===== src/sv/ddacg_pkg.sv =====
// shared constants, types and the symmetry table of the dda circle generator
package ddacg_pkg;

    localparam int FRAC_BITS = 20;
    localparam int STEP_BITS = 24;
    localparam int POS_BITS  = 13 + FRAC_BITS;
    localparam int SUM_W     = POS_BITS + 2;
    localparam int MAG_W     = SUM_W - FRAC_BITS;
    localparam int CX_W      = 11;
    localparam int RAD_W     = 10;
    localparam int PIX_W     = 13;
    localparam int CNT_W     = $clog2(STEP_BITS + 1);
    localparam int PROD_W    = POS_BITS + STEP_BITS;

    localparam logic CMD_START = 1'b0;
    localparam logic CMD_STEP  = 1'b1;

    localparam logic [2:0] SYM_LAST = 3'd7;

    localparam logic signed [POS_BITS-1:0] POS_MAX = {1'b0, {(POS_BITS - 1){1'b1}}};
    localparam logic signed [POS_BITS-1:0] POS_MIN = {1'b1, {(POS_BITS - 1){1'b0}}};

    localparam logic [MAG_W-1:0] PIX_POS_LIM = MAG_W'(4095);
    localparam logic [MAG_W-1:0] PIX_NEG_LIM = MAG_W'(4096);
    localparam logic signed [PIX_W-1:0] PIX_MAX = {1'b0, {(PIX_W - 1){1'b1}}};
    localparam logic signed [PIX_W-1:0] PIX_MIN = {1'b1, {(PIX_W - 1){1'b0}}};

    typedef enum logic [2:0] {
        S_IDLE,
        S_DIV,
        S_MUL_X,
        S_UPD,
        S_EMIT,
        S_INVALID
    } t_state;

    typedef struct packed {
        logic load_start;
        logic store_inc;
        logic mul_y;
        logic mul_x;
        logic update;
        logic emit_point;
        logic emit_invalid;
    } t_cmd;

    typedef struct packed {
        logic div_busy;
        logic div_done;
        logic x_lt_y;
        logic idx_last;
        logic out_free;
    } t_stat;

    typedef struct packed {
        logic swap;
        logic neg_x;
        logic neg_y;
    } t_sym;

    // order (x,y) (y,x) (-x,y) (y,-x) (-x,-y) (-y,-x) (x,-y) (-y,x)
    function automatic t_sym sym_pattern(input logic [2:0] idx);
        t_sym s;
        unique case (idx)
            3'd0:    s = '{swap: 1'b0, neg_x: 1'b0, neg_y: 1'b0};
            3'd1:    s = '{swap: 1'b1, neg_x: 1'b0, neg_y: 1'b0};
            3'd2:    s = '{swap: 1'b0, neg_x: 1'b1, neg_y: 1'b0};
            3'd3:    s = '{swap: 1'b1, neg_x: 1'b0, neg_y: 1'b1};
            3'd4:    s = '{swap: 1'b0, neg_x: 1'b1, neg_y: 1'b1};
            3'd5:    s = '{swap: 1'b1, neg_x: 1'b1, neg_y: 1'b1};
            3'd6:    s = '{swap: 1'b0, neg_x: 1'b0, neg_y: 1'b1};
            default: s = '{swap: 1'b1, neg_x: 1'b1, neg_y: 1'b0};
        endcase
        return s;
    endfunction

endpackage


===== src/sv/ddacg_div.sv =====
// restoring divider for the step increment, one quotient bit per cycle
module ddacg_div (
    input  logic                            i_clk,
    input  logic                            i_rst_n,
    input  logic                            i_start,
    input  logic [ddacg_pkg::RAD_W-1:0]     i_divisor,
    output logic                            o_busy,
    output logic                            o_done,
    output logic [ddacg_pkg::STEP_BITS-1:0] o_quot
);

    logic [ddacg_pkg::RAD_W-1:0]     r_rem, n_rem;
    logic [ddacg_pkg::RAD_W-1:0]     r_d;
    logic [ddacg_pkg::STEP_BITS:0]   r_q, n_q;
    logic [ddacg_pkg::CNT_W-1:0]     r_cnt;
    logic                            r_busy;
    logic                            r_done;
    logic [ddacg_pkg::RAD_W:0]       trial;
    logic                            dbit;
    logic                            qbit;

    // the dividend is a single one at the top bit
    always_comb begin
        dbit  = (r_cnt == ddacg_pkg::CNT_W'(ddacg_pkg::STEP_BITS));
        trial = {r_rem, dbit};
        qbit  = (trial >= {1'b0, r_d});
        n_rem = qbit ? ddacg_pkg::RAD_W'(trial - {1'b0, r_d})
                     : ddacg_pkg::RAD_W'(trial);
        n_q   = {r_q[ddacg_pkg::STEP_BITS-1:0], qbit};
    end

    always_ff @(posedge i_clk) begin
        if (!i_rst_n) begin
            r_busy <= 1'b0;
            r_done <= 1'b0;
            r_cnt  <= '0;
            r_q    <= '0;
            r_rem  <= '0;
            r_d    <= '0;
        end else begin
            r_done <= 1'b0;
            if (i_start) begin
                r_busy <= 1'b1;
                r_cnt  <= ddacg_pkg::CNT_W'(ddacg_pkg::STEP_BITS);
                r_q    <= '0;
                r_rem  <= '0;
                r_d    <= i_divisor;
            end else if (r_busy) begin
                r_q   <= n_q;
                r_rem <= n_rem;
                r_cnt <= r_cnt - 1'b1;
                if (r_cnt == '0) begin
                    r_busy <= 1'b0;
                    r_done <= 1'b1;
                end
            end
        end
    end

    assign o_busy = r_busy;
    assign o_done = r_done;
    // radius one gives 2^STEP_BITS, which saturates
    assign o_quot = r_q[ddacg_pkg::STEP_BITS] ? {ddacg_pkg::STEP_BITS{1'b1}}
                                              : r_q[ddacg_pkg::STEP_BITS-1:0];

endmodule


===== src/sv/ddacg_datapath.sv =====
// position registers, shared multiplier, point reflection and result register
module ddacg_datapath (
    input  logic                                i_clk,
    input  logic                                i_rst_n,
    input  ddacg_pkg::t_cmd                     i_cmd,
    output ddacg_pkg::t_stat                    o_stat,
    input  logic [ddacg_pkg::CX_W-1:0]          i_center_x,
    input  logic [ddacg_pkg::CX_W-1:0]          i_center_y,
    input  logic [ddacg_pkg::RAD_W-1:0]         i_radius,
    input  logic                                i_stall,
    output logic                                o_valid,
    output logic signed [ddacg_pkg::PIX_W-1:0]  o_point_x,
    output logic signed [ddacg_pkg::PIX_W-1:0]  o_point_y,
    output logic                                o_point_valid,
    output logic                                o_last,
    output logic                                o_finished
);

    localparam int PW = ddacg_pkg::POS_BITS;
    localparam int SW = ddacg_pkg::SUM_W;

    logic [ddacg_pkg::CX_W-1:0]       r_cx, r_cy;
    logic [ddacg_pkg::STEP_BITS-1:0]  r_inc;
    logic signed [PW-1:0]             r_pos_x, r_pos_y;
    logic [PW-1:0]                    r_my_mag, r_mx_mag;
    logic                             r_my_neg, r_mx_neg;
    logic [2:0]                       r_idx;

    logic                             r_o_valid;
    logic signed [ddacg_pkg::PIX_W-1:0] r_o_px, r_o_py;
    logic                             r_o_pv, r_o_last, r_o_fin;

    logic [ddacg_pkg::RAD_W-1:0]      rad_eff;
    logic                             div_busy, div_done;
    logic [ddacg_pkg::STEP_BITS-1:0]  div_quot;

    logic signed [PW-1:0]             mul_op;
    logic [PW-1:0]                    mul_mag;
    logic [ddacg_pkg::PROD_W-1:0]     mul_prod;
    logic [PW-1:0]                    mul_res;

    logic signed [SW-1:0]             x_sum, y_sum;
    logic signed [PW-1:0]             n_pos_x, n_pos_y;

    ddacg_pkg::t_sym                  sym;
    logic signed [PW-1:0]             src_x, src_y;
    logic signed [ddacg_pkg::PIX_W-1:0] pix_x, pix_y;
    logic                             out_free;

    function automatic logic signed [PW-1:0] sat_pos(input logic signed [SW-1:0] v);
        logic signed [PW-1:0] r;
        if (v > SW'(ddacg_pkg::POS_MAX)) begin
            r = ddacg_pkg::POS_MAX;
        end else if (v < SW'(ddacg_pkg::POS_MIN)) begin
            r = ddacg_pkg::POS_MIN;
        end else begin
            r = PW'(v);
        end
        return r;
    endfunction

    // centre + (+/-)offset, truncated toward zero, clamped to the pixel range
    function automatic logic signed [ddacg_pkg::PIX_W-1:0] to_pixel(
        input logic [ddacg_pkg::CX_W-1:0] c,
        input logic signed [PW-1:0]       v,
        input logic                       neg
    );
        logic signed [SW-1:0]        cfx;
        logic signed [SW-1:0]        ve;
        logic signed [SW-1:0]        s;
        logic [SW-1:0]               a;
        logic [ddacg_pkg::MAG_W-1:0] m;
        logic signed [ddacg_pkg::PIX_W-1:0] p;
        cfx = $signed({4'b0000, c, {ddacg_pkg::FRAC_BITS{1'b0}}});
        ve  = SW'(v);
        s   = neg ? (cfx - ve) : (cfx + ve);
        a   = s[SW-1] ? SW'(-s) : SW'(s);
        m   = a[SW-1:ddacg_pkg::FRAC_BITS];
        if (!s[SW-1]) begin
            p = (m > ddacg_pkg::PIX_POS_LIM) ? ddacg_pkg::PIX_MAX
                                             : $signed(ddacg_pkg::PIX_W'(m));
        end else begin
            p = (m > ddacg_pkg::PIX_NEG_LIM) ? ddacg_pkg::PIX_MIN
                                             : $signed(ddacg_pkg::PIX_W'(-m));
        end
        return p;
    endfunction

    assign rad_eff = (i_radius == '0) ? ddacg_pkg::RAD_W'(1) : i_radius;

    ddacg_div u_div (
        .i_clk     (i_clk),
        .i_rst_n   (i_rst_n),
        .i_start   (i_cmd.load_start),
        .i_divisor (rad_eff),
        .o_busy    (div_busy),
        .o_done    (div_done),
        .o_quot    (div_quot)
    );

    // one multiplier, shared by the y*inc and x*inc products
    always_comb begin
        mul_op   = i_cmd.mul_x ? r_pos_x : r_pos_y;
        mul_mag  = mul_op[PW-1] ? PW'(-mul_op) : PW'(mul_op);
        mul_prod = {{ddacg_pkg::STEP_BITS{1'b0}}, mul_mag}
                 * {{PW{1'b0}}, r_inc};
        mul_res  = mul_prod[ddacg_pkg::PROD_W-1:ddacg_pkg::STEP_BITS];
    end

    // signs folded into one add or subtract each
    always_comb begin
        x_sum   = r_my_neg ? (SW'(r_pos_x) + $signed({2'b00, r_my_mag}))
                           : (SW'(r_pos_x) - $signed({2'b00, r_my_mag}));
        y_sum   = r_mx_neg ? (SW'(r_pos_y) - $signed({2'b00, r_mx_mag}))
                           : (SW'(r_pos_y) + $signed({2'b00, r_mx_mag}));
        n_pos_x = sat_pos(x_sum);
        n_pos_y = sat_pos(y_sum);
    end

    always_comb begin
        sym   = ddacg_pkg::sym_pattern(r_idx);
        src_x = sym.swap ? r_pos_y : r_pos_x;
        src_y = sym.swap ? r_pos_x : r_pos_y;
        pix_x = to_pixel(r_cx, src_x, sym.neg_x);
        pix_y = to_pixel(r_cy, src_y, sym.neg_y);
    end

    assign out_free = !r_o_valid || !i_stall;

    always_ff @(posedge i_clk) begin
        if (!i_rst_n) begin
            r_cx    <= '0;
            r_cy    <= '0;
            r_inc   <= '0;
            r_pos_x <= '0;
            r_pos_y <= '0;
            r_idx   <= '0;
        end else begin
            if (i_cmd.load_start) begin
                r_cx    <= i_center_x;
                r_cy    <= i_center_y;
                r_pos_x <= $signed(PW'(rad_eff) << ddacg_pkg::FRAC_BITS);
                r_pos_y <= '0;
            end
            if (i_cmd.store_inc) begin
                r_inc <= div_quot;
            end
            if (i_cmd.update) begin
                r_pos_x <= n_pos_x;
                r_pos_y <= n_pos_y;
                r_idx   <= '0;
            end else if (i_cmd.emit_point) begin
                r_idx <= r_idx + 1'b1;
            end
        end
    end

    always_ff @(posedge i_clk) begin
        if (i_cmd.mul_y) begin
            r_my_mag <= mul_res;
            r_my_neg <= r_pos_y[PW-1];
        end
        if (i_cmd.mul_x) begin
            r_mx_mag <= mul_res;
            r_mx_neg <= r_pos_x[PW-1];
        end
    end

    always_ff @(posedge i_clk) begin
        if (!i_rst_n) begin
            r_o_valid <= 1'b0;
        end else if (i_cmd.emit_point || i_cmd.emit_invalid) begin
            r_o_valid <= 1'b1;
        end else if (!i_stall) begin
            r_o_valid <= 1'b0;
        end
    end

    always_ff @(posedge i_clk) begin
        if (i_cmd.emit_point) begin
            r_o_px   <= pix_x;
            r_o_py   <= pix_y;
            r_o_pv   <= 1'b1;
            r_o_last <= (r_idx == ddacg_pkg::SYM_LAST);
            r_o_fin  <= (r_pos_x < r_pos_y);
        end else if (i_cmd.emit_invalid) begin
            r_o_px   <= '0;
            r_o_py   <= '0;
            r_o_pv   <= 1'b0;
            r_o_last <= 1'b1;
            r_o_fin  <= 1'b1;
        end
    end

    assign o_stat.div_busy = div_busy;
    assign o_stat.div_done = div_done;
    assign o_stat.x_lt_y   = (r_pos_x < r_pos_y);
    assign o_stat.idx_last = (r_idx == ddacg_pkg::SYM_LAST);
    assign o_stat.out_free = out_free;

    assign o_valid       = r_o_valid;
    assign o_point_x     = r_o_px;
    assign o_point_y     = r_o_py;
    assign o_point_valid = r_o_pv;
    assign o_last        = r_o_last;
    assign o_finished    = r_o_fin;

endmodule


===== src/sv/ddacg_ctrl.sv =====
// sequencing state machine of the dda circle generator
module ddacg_ctrl (
    input  logic             i_clk,
    input  logic             i_rst_n,
    input  logic             i_valid,
    input  logic             i_cmd,
    output logic             o_stall,
    input  ddacg_pkg::t_stat i_stat,
    output ddacg_pkg::t_cmd  o_cmd
);

    ddacg_pkg::t_state r_state, n_state;

    always_ff @(posedge i_clk) begin
        if (!i_rst_n) begin
            r_state <= ddacg_pkg::S_IDLE;
        end else begin
            r_state <= n_state;
        end
    end

    always_comb begin
        n_state = r_state;
        o_cmd   = '0;
        o_stall = 1'b1;
        unique case (r_state)
            ddacg_pkg::S_IDLE: begin
                o_stall = 1'b0;
                if (i_valid) begin
                    if (i_cmd == ddacg_pkg::CMD_START) begin
                        o_cmd.load_start = 1'b1;
                        n_state = ddacg_pkg::S_DIV;
                    end else if (i_stat.x_lt_y) begin
                        n_state = ddacg_pkg::S_INVALID;
                    end else begin
                        o_cmd.mul_y = 1'b1;
                        n_state = ddacg_pkg::S_MUL_X;
                    end
                end
            end
            ddacg_pkg::S_DIV: begin
                if (i_stat.div_done) begin
                    o_cmd.store_inc = 1'b1;
                    n_state = ddacg_pkg::S_IDLE;
                end
            end
            ddacg_pkg::S_MUL_X: begin
                o_cmd.mul_x = 1'b1;
                n_state = ddacg_pkg::S_UPD;
            end
            ddacg_pkg::S_UPD: begin
                o_cmd.update = 1'b1;
                n_state = ddacg_pkg::S_EMIT;
            end
            ddacg_pkg::S_EMIT: begin
                if (i_stat.out_free) begin
                    o_cmd.emit_point = 1'b1;
                    if (i_stat.idx_last) begin
                        n_state = ddacg_pkg::S_IDLE;
                    end
                end
            end
            ddacg_pkg::S_INVALID: begin
                if (i_stat.out_free) begin
                    o_cmd.emit_invalid = 1'b1;
                    n_state = ddacg_pkg::S_IDLE;
                end
            end
            default: begin
                n_state = ddacg_pkg::S_IDLE;
            end
        endcase
    end

endmodule


===== src/sv/dda_circle_generator.sv =====
// top level of the dda circle generator: controller, datapath and checks
//
//  channel | direction | handshake          | payload
//  --------+-----------+--------------------+----------------------------------------
//  input   | in        | i_valid / o_stall  | i_cmd, i_center_x, i_center_y, i_radius
//  result  | out       | o_valid / i_stall  | o_point_x, o_point_y, o_point_valid,
//          |           |                    | o_last, o_finished
//
// a step transaction uses the shared multiplier for y*inc and then x*inc, makes one
//   position update and emits eight points through the result register
// a start transaction runs the one bit per cycle divider forming 1/r; a step after
//   the circle is done gives a single invalid result
// synchronous active-low reset clears the state machine, the positions and the
//   increment; no clearing pass is needed
// a stalled result holds in the output register and the emit sequence waits on it;
//   the input side is stalled whenever the controller is not idle
module dda_circle_generator (
    input  logic                                i_clk,
    input  logic                                i_rst_n,
    input  logic                                i_valid,
    output logic                                o_stall,
    input  logic                                i_cmd,
    input  logic [ddacg_pkg::CX_W-1:0]          i_center_x,
    input  logic [ddacg_pkg::CX_W-1:0]          i_center_y,
    input  logic [ddacg_pkg::RAD_W-1:0]         i_radius,
    output logic                                o_valid,
    input  logic                                i_stall,
    output logic signed [ddacg_pkg::PIX_W-1:0]  o_point_x,
    output logic signed [ddacg_pkg::PIX_W-1:0]  o_point_y,
    output logic                                o_point_valid,
    output logic                                o_last,
    output logic                                o_finished
);

    // command and status between the sequencer and the datapath
    ddacg_pkg::t_cmd  cmd;
    ddacg_pkg::t_stat stat;

    // sequencer: decodes the transaction and walks divide, multiply, update and emit or the invalid result
    ddacg_ctrl u_ctrl (
        .i_clk   (i_clk),
        .i_rst_n (i_rst_n),
        .i_valid (i_valid),
        .i_cmd   (i_cmd),
        .o_stall (o_stall),
        .i_stat  (stat),
        .o_cmd   (cmd)
    );

    // datapath: divider, shared multiplier, positions and the result register
    ddacg_datapath u_dp (
        .i_clk         (i_clk),
        .i_rst_n       (i_rst_n),
        .i_cmd         (cmd),
        .o_stat        (stat),
        .i_center_x    (i_center_x),
        .i_center_y    (i_center_y),
        .i_radius      (i_radius),
        .i_stall       (i_stall),
        .o_valid       (o_valid),
        .o_point_x     (o_point_x),
        .o_point_y     (o_point_y),
        .o_point_valid (o_point_valid),
        .o_last        (o_last),
        .o_finished    (o_finished)
    );

    // the input is only taken once the divider has finished
    a_no_accept_while_dividing : assert property (
        @(posedge i_clk) disable iff (!i_rst_n)
        !o_stall |-> !stat.div_busy
    ) else $error("input open while divider busy");

    // a result is only loaded when the output register can take it
    a_load_only_when_free : assert property (
        @(posedge i_clk) disable iff (!i_rst_n)
        (cmd.emit_point || cmd.emit_invalid) |-> stat.out_free
    ) else $error("result register overwritten");

    // an invalid result is always the closing, finished one at the origin
    a_invalid_shape : assert property (
        @(posedge i_clk) disable iff (!i_rst_n)
        (o_valid && !o_point_valid) |->
            (o_last && o_finished && o_point_x == '0 && o_point_y == '0)
    ) else $error("malformed invalid result");

    // a new transaction is never taken while a point sequence is still running
    a_emit_completes : assert property (
        @(posedge i_clk) disable iff (!i_rst_n)
        (cmd.emit_point && !stat.idx_last) |=> o_stall
    ) else $error("input opened mid sequence");

endmodule


===== config.mk =====
export PLATFORM = sky130hd
export DESIGN_NAME = dda_circle_generator
export DESIGN_NICKNAME = d
export VERILOG_FILES = /design/src/sv/ddacg_pkg.sv /design/src/sv/ddacg_div.sv /design/src/sv/ddacg_datapath.sv /design/src/sv/ddacg_ctrl.sv /design/src/sv/dda_circle_generator.sv
export SDC_FILE = /design/constraint.sdc
export NUM_CORES = 2
export LEC_CHECK = 0
export BUFFER_PORTS_ARGS = -buffer_cell sky130_fd_sc_hd__buf_4
export CORE_MARGIN = 2
export CORE_UTILIZATION = 45
export CTS_BUF_LIST = sky130_fd_sc_hd__clkbuf_4 sky130_fd_sc_hd__clkbuf_8
export DETAILED_ROUTE_END_ITERATION = 8
export SETUP_SLACK_MARGIN = 0.02
export SYNTH_ARGS = -nofsm -noshare
export SYNTH_HDL_FRONTEND = slang
export SYNTH_HIERARCHICAL = 1
export SYNTH_SLANG_ARGS = --single-unit

===== constraint.sdc =====
create_clock -name i_clk -period 11.8 [get_ports i_clk]
set_input_delay 0.59 -clock i_clk [delete_from_list [all_inputs] [get_ports i_clk]]
set_output_delay 0.59 -clock i_clk [all_outputs]
set_load 0.02 [all_outputs]

==> impl_metrics.yaml <==
pwr:
  p_leak_uw: 0.0244
  p_sw_share_pct: 50.6
  p_int_uw: 3000
  irDropWorstVdd_v: 0.0000923
  seqPwrFrac_pct: 21.0
  clockPowerShare_pct: 15.4
  power_per_cell_area_nw_per_um2: 119
  switchingPower_uw: 3080
  combPwrFrac_pct: 63.6
hold_path:
  worstHoldStart: "i_center_x[3]"
  hp-class: "in -> reg"
  min_delay_path_depth: 3
  whs_endpoint: "u_dp/r_cx[3]"
critical_path:
  path_max_fanout: 38
  path_buf_inv: 7
  reg2regPathDepth: 39
  cp-end-kind: "flop"
  cp_data_arrival_time_ps: 11190
  critPathLaunchType: "flop"
  crit_family: "adder cells"
  crit_top_cell: "fa_1"
  r2r-end: "u_dp/r_my_mag[32]"
  ff2ff_setup_slack_ps: 990
  path_class: "reg -> reg"
  cp.required_ps: 12180
  r2r-start: "u_ctrl/r_state[0]"
  cp_slowest_cell: "and2_4"
  slowest_delay_ps: 550
sta:
  setup_viol: 0
  rsz0062_at_grt: "no"
  fin_setup_tns_ps: 0
  tightest_slew_ps: 1260
  slew_viol_final: 0
  clock.fmax_ghz: 0.0925
  fin_crit_ps: 10810
  finalHoldViolCount: 0
  relSlewSlack_pct: 16.1
  finalWorstSetupSlack_ps: 986
  finalCritPeriodShare_pct: 91.6
  fin_skew_ps: 78.7
synth:
  yosysWarnings: 6
  syn-num-nets: 6685
  avgSynthCellArea_um2: 8.53
  syn_area_um2: 47900
  netlist_instances: 5615
detailed_routing:
  drtPass1Iterations: 9
  drt_iter0_markers: 3062
  wl_mm: 146
  routedWlPerCell_um: 21.0
  vias_per_cell: 5.60
  drtAntennaViolNets: 0
  drc: 8
  vias: 39000
floorplanning:
  start_util_pct: 45.4
  io_pins: 68
  dieArea_um2: 109000
  core-area_um2: 105000
  fp.dieW_um: 330
  rows: 119
  die_h_um: 330
clock_tree:
  cts.clk_slew.worst_paths_ps: 80
  clock_path_buffers: 3
  clock_sinks: 268
  tritoncts: "built"
  h-tree-depth: 2
  clkLatencyLatePin_ps: 710
  numCtsBuffers: 49
  cts_root_buf: "clkbuf_8"
final_layout:
  drive_gt1_share_pct: 7.49
  num-fill-cells: 10200
  mostFrequentLayoutCell: "inv_1"
  area_delta_synth_final_pct: 6.63
  mostFrequentLayoutCells: "inv_1 (896), fa_1 (684), nand2_1 (532), and2_1 (414), ha_1 (349)"
  stdcell_area_um2: 51100
  final_nets: 6601
global_route:
  grt_pass1_vias: 39600
  grt_pass1_wl_mm: 229
  grt_max_degree: 79
  antenna_found_initial: 4
  grt_overflow: 0
  grt_usage_pct: 27.0
place:
  dp_hpwl_mm: 114
  placed_area_um2: 50000
  gp_congestion: 0.981
  port_buffers: 67
  place_ws_ps: 785
run_status:
  status: "complete, but fails checks"
  violations: "design-rule violations"
flow_run:
  cap_violations: 0
[routing by layer]
metal,track usage [%],up-vias,routed length (µm)
met5,0,-,0
met3,3.54,221,9340
met1,37.2,19400,64600
met2,43.9,1304,67100
met4,8.94,0,4930
li1,-,18100,-
[repair_timing]
action | in CTS | in global routing
setup buffers | 0 | 0
hold buffers | 0 | 0
hold endpoints to repair | 0 | 0
endpoints found under the setup margin | 0 | 4
resized for setup | 0 | 2
[final cells by class]
type / count / area [µm²] / share of cell area [%]
diodes: 1 / 2.50 / 0.00490
clock buffers: 64 / 825 / 1.62
clock inverters: 27 / 203 / 0.397
inverters: 899 / 3370 / 6.61
multi-input cells: 4136 / 37200 / 72.9
flip-flops and latches: 268 / 6340 / 12.4
well taps: 1391 / 1740 / 3.41
repair buffers: 177 / 1330 / 2.60
[power by group through the flow]
stage	registers (µW)	logic (µW)	clock network, µW
CTS	1270	3810	966
floorplan	1250	2810	0
detailed placement	1290	3790	0
finish	1280	3860	938
global placement	1290	3780	0
global route	1290	4190	1000
[worst max-delay path by stage]
stage | start | end | slack [ps] | cells past startpoint
final | u_ctrl/r_state[0] | u_dp/r_my_mag[32] | 990 | 39
after global routing | u_ctrl/r_state[0] | u_dp/r_mx_mag[32] | 140 | 38
after CTS | u_ctrl/r_state[0] | u_dp/r_my_mag[32] | 680 | 34
after detailed placement | u_ctrl/r_state[0] | u_dp/r_my_mag[32] | 780 | 35
after global placement | u_ctrl/r_state[0] | u_dp/r_mx_mag[32] | 770 | 34
after floorplan | u_ctrl/r_state[0] | u_dp/r_mx_mag[32] | 1000 | 38
[per-stage QoR]
step	hold slack, ps	std cells	power, µW	utilization (%)
2_1_floorplan	461	5615	4060	-
3_3_place_gp	478	6871	5070	47.5
3_5_place_dp	484	6871	5080	47.5
4_1_cts	89.1	6962	6050	48.4
5_1_grt	112	6963	6480	48.4
6_report	131	6963	6080	48.4
[sequential cells by signal, indices dropped and copies added, names as in the netlist]
signal and cells:
u_dp/u_div/r_q 25, u_dp/u_div/r_cnt 5, u_dp/u_div/o_done 1, u_dp/u_div/r_rem 10
u_dp/u_div/r_d 10, u_dp/r_cx 11, u_dp/r_my_mag 33, u_dp/r_my_neg 1
u_dp/r_mx_neg 1, u_dp/o_finished 1, u_dp/r_idx 3, u_dp/o_valid 1
u_dp/r_cy 11, u_dp/o_point_x 13, u_dp/u_div/o_busy 1, u_dp/o_point_valid 1
u_dp/r_inc 24, u_dp/o_point_y 13, u_dp/r_mx_mag 33, u_dp/r_pos_y 33
u_ctrl/r_state 3, u_dp/o_last 1, u_dp/r_pos_x 33
[worst reg2reg max path: cells and delay by family, from the launching register on]
family / cells / cell delay, ps
flip-flops: 1 / 370
AO/OA/AOI/OAI: 9 / 2100
AND/OR/NAND/NOR: 12 / 2680
adder cells (fa/ha/maj): 8 / 3870
buffers and inverters: 7 / 620
XOR/XNOR: 2 / 430
multiplexers: 1 / 450
Note: power is estimated with default switching activity, not from simulation.
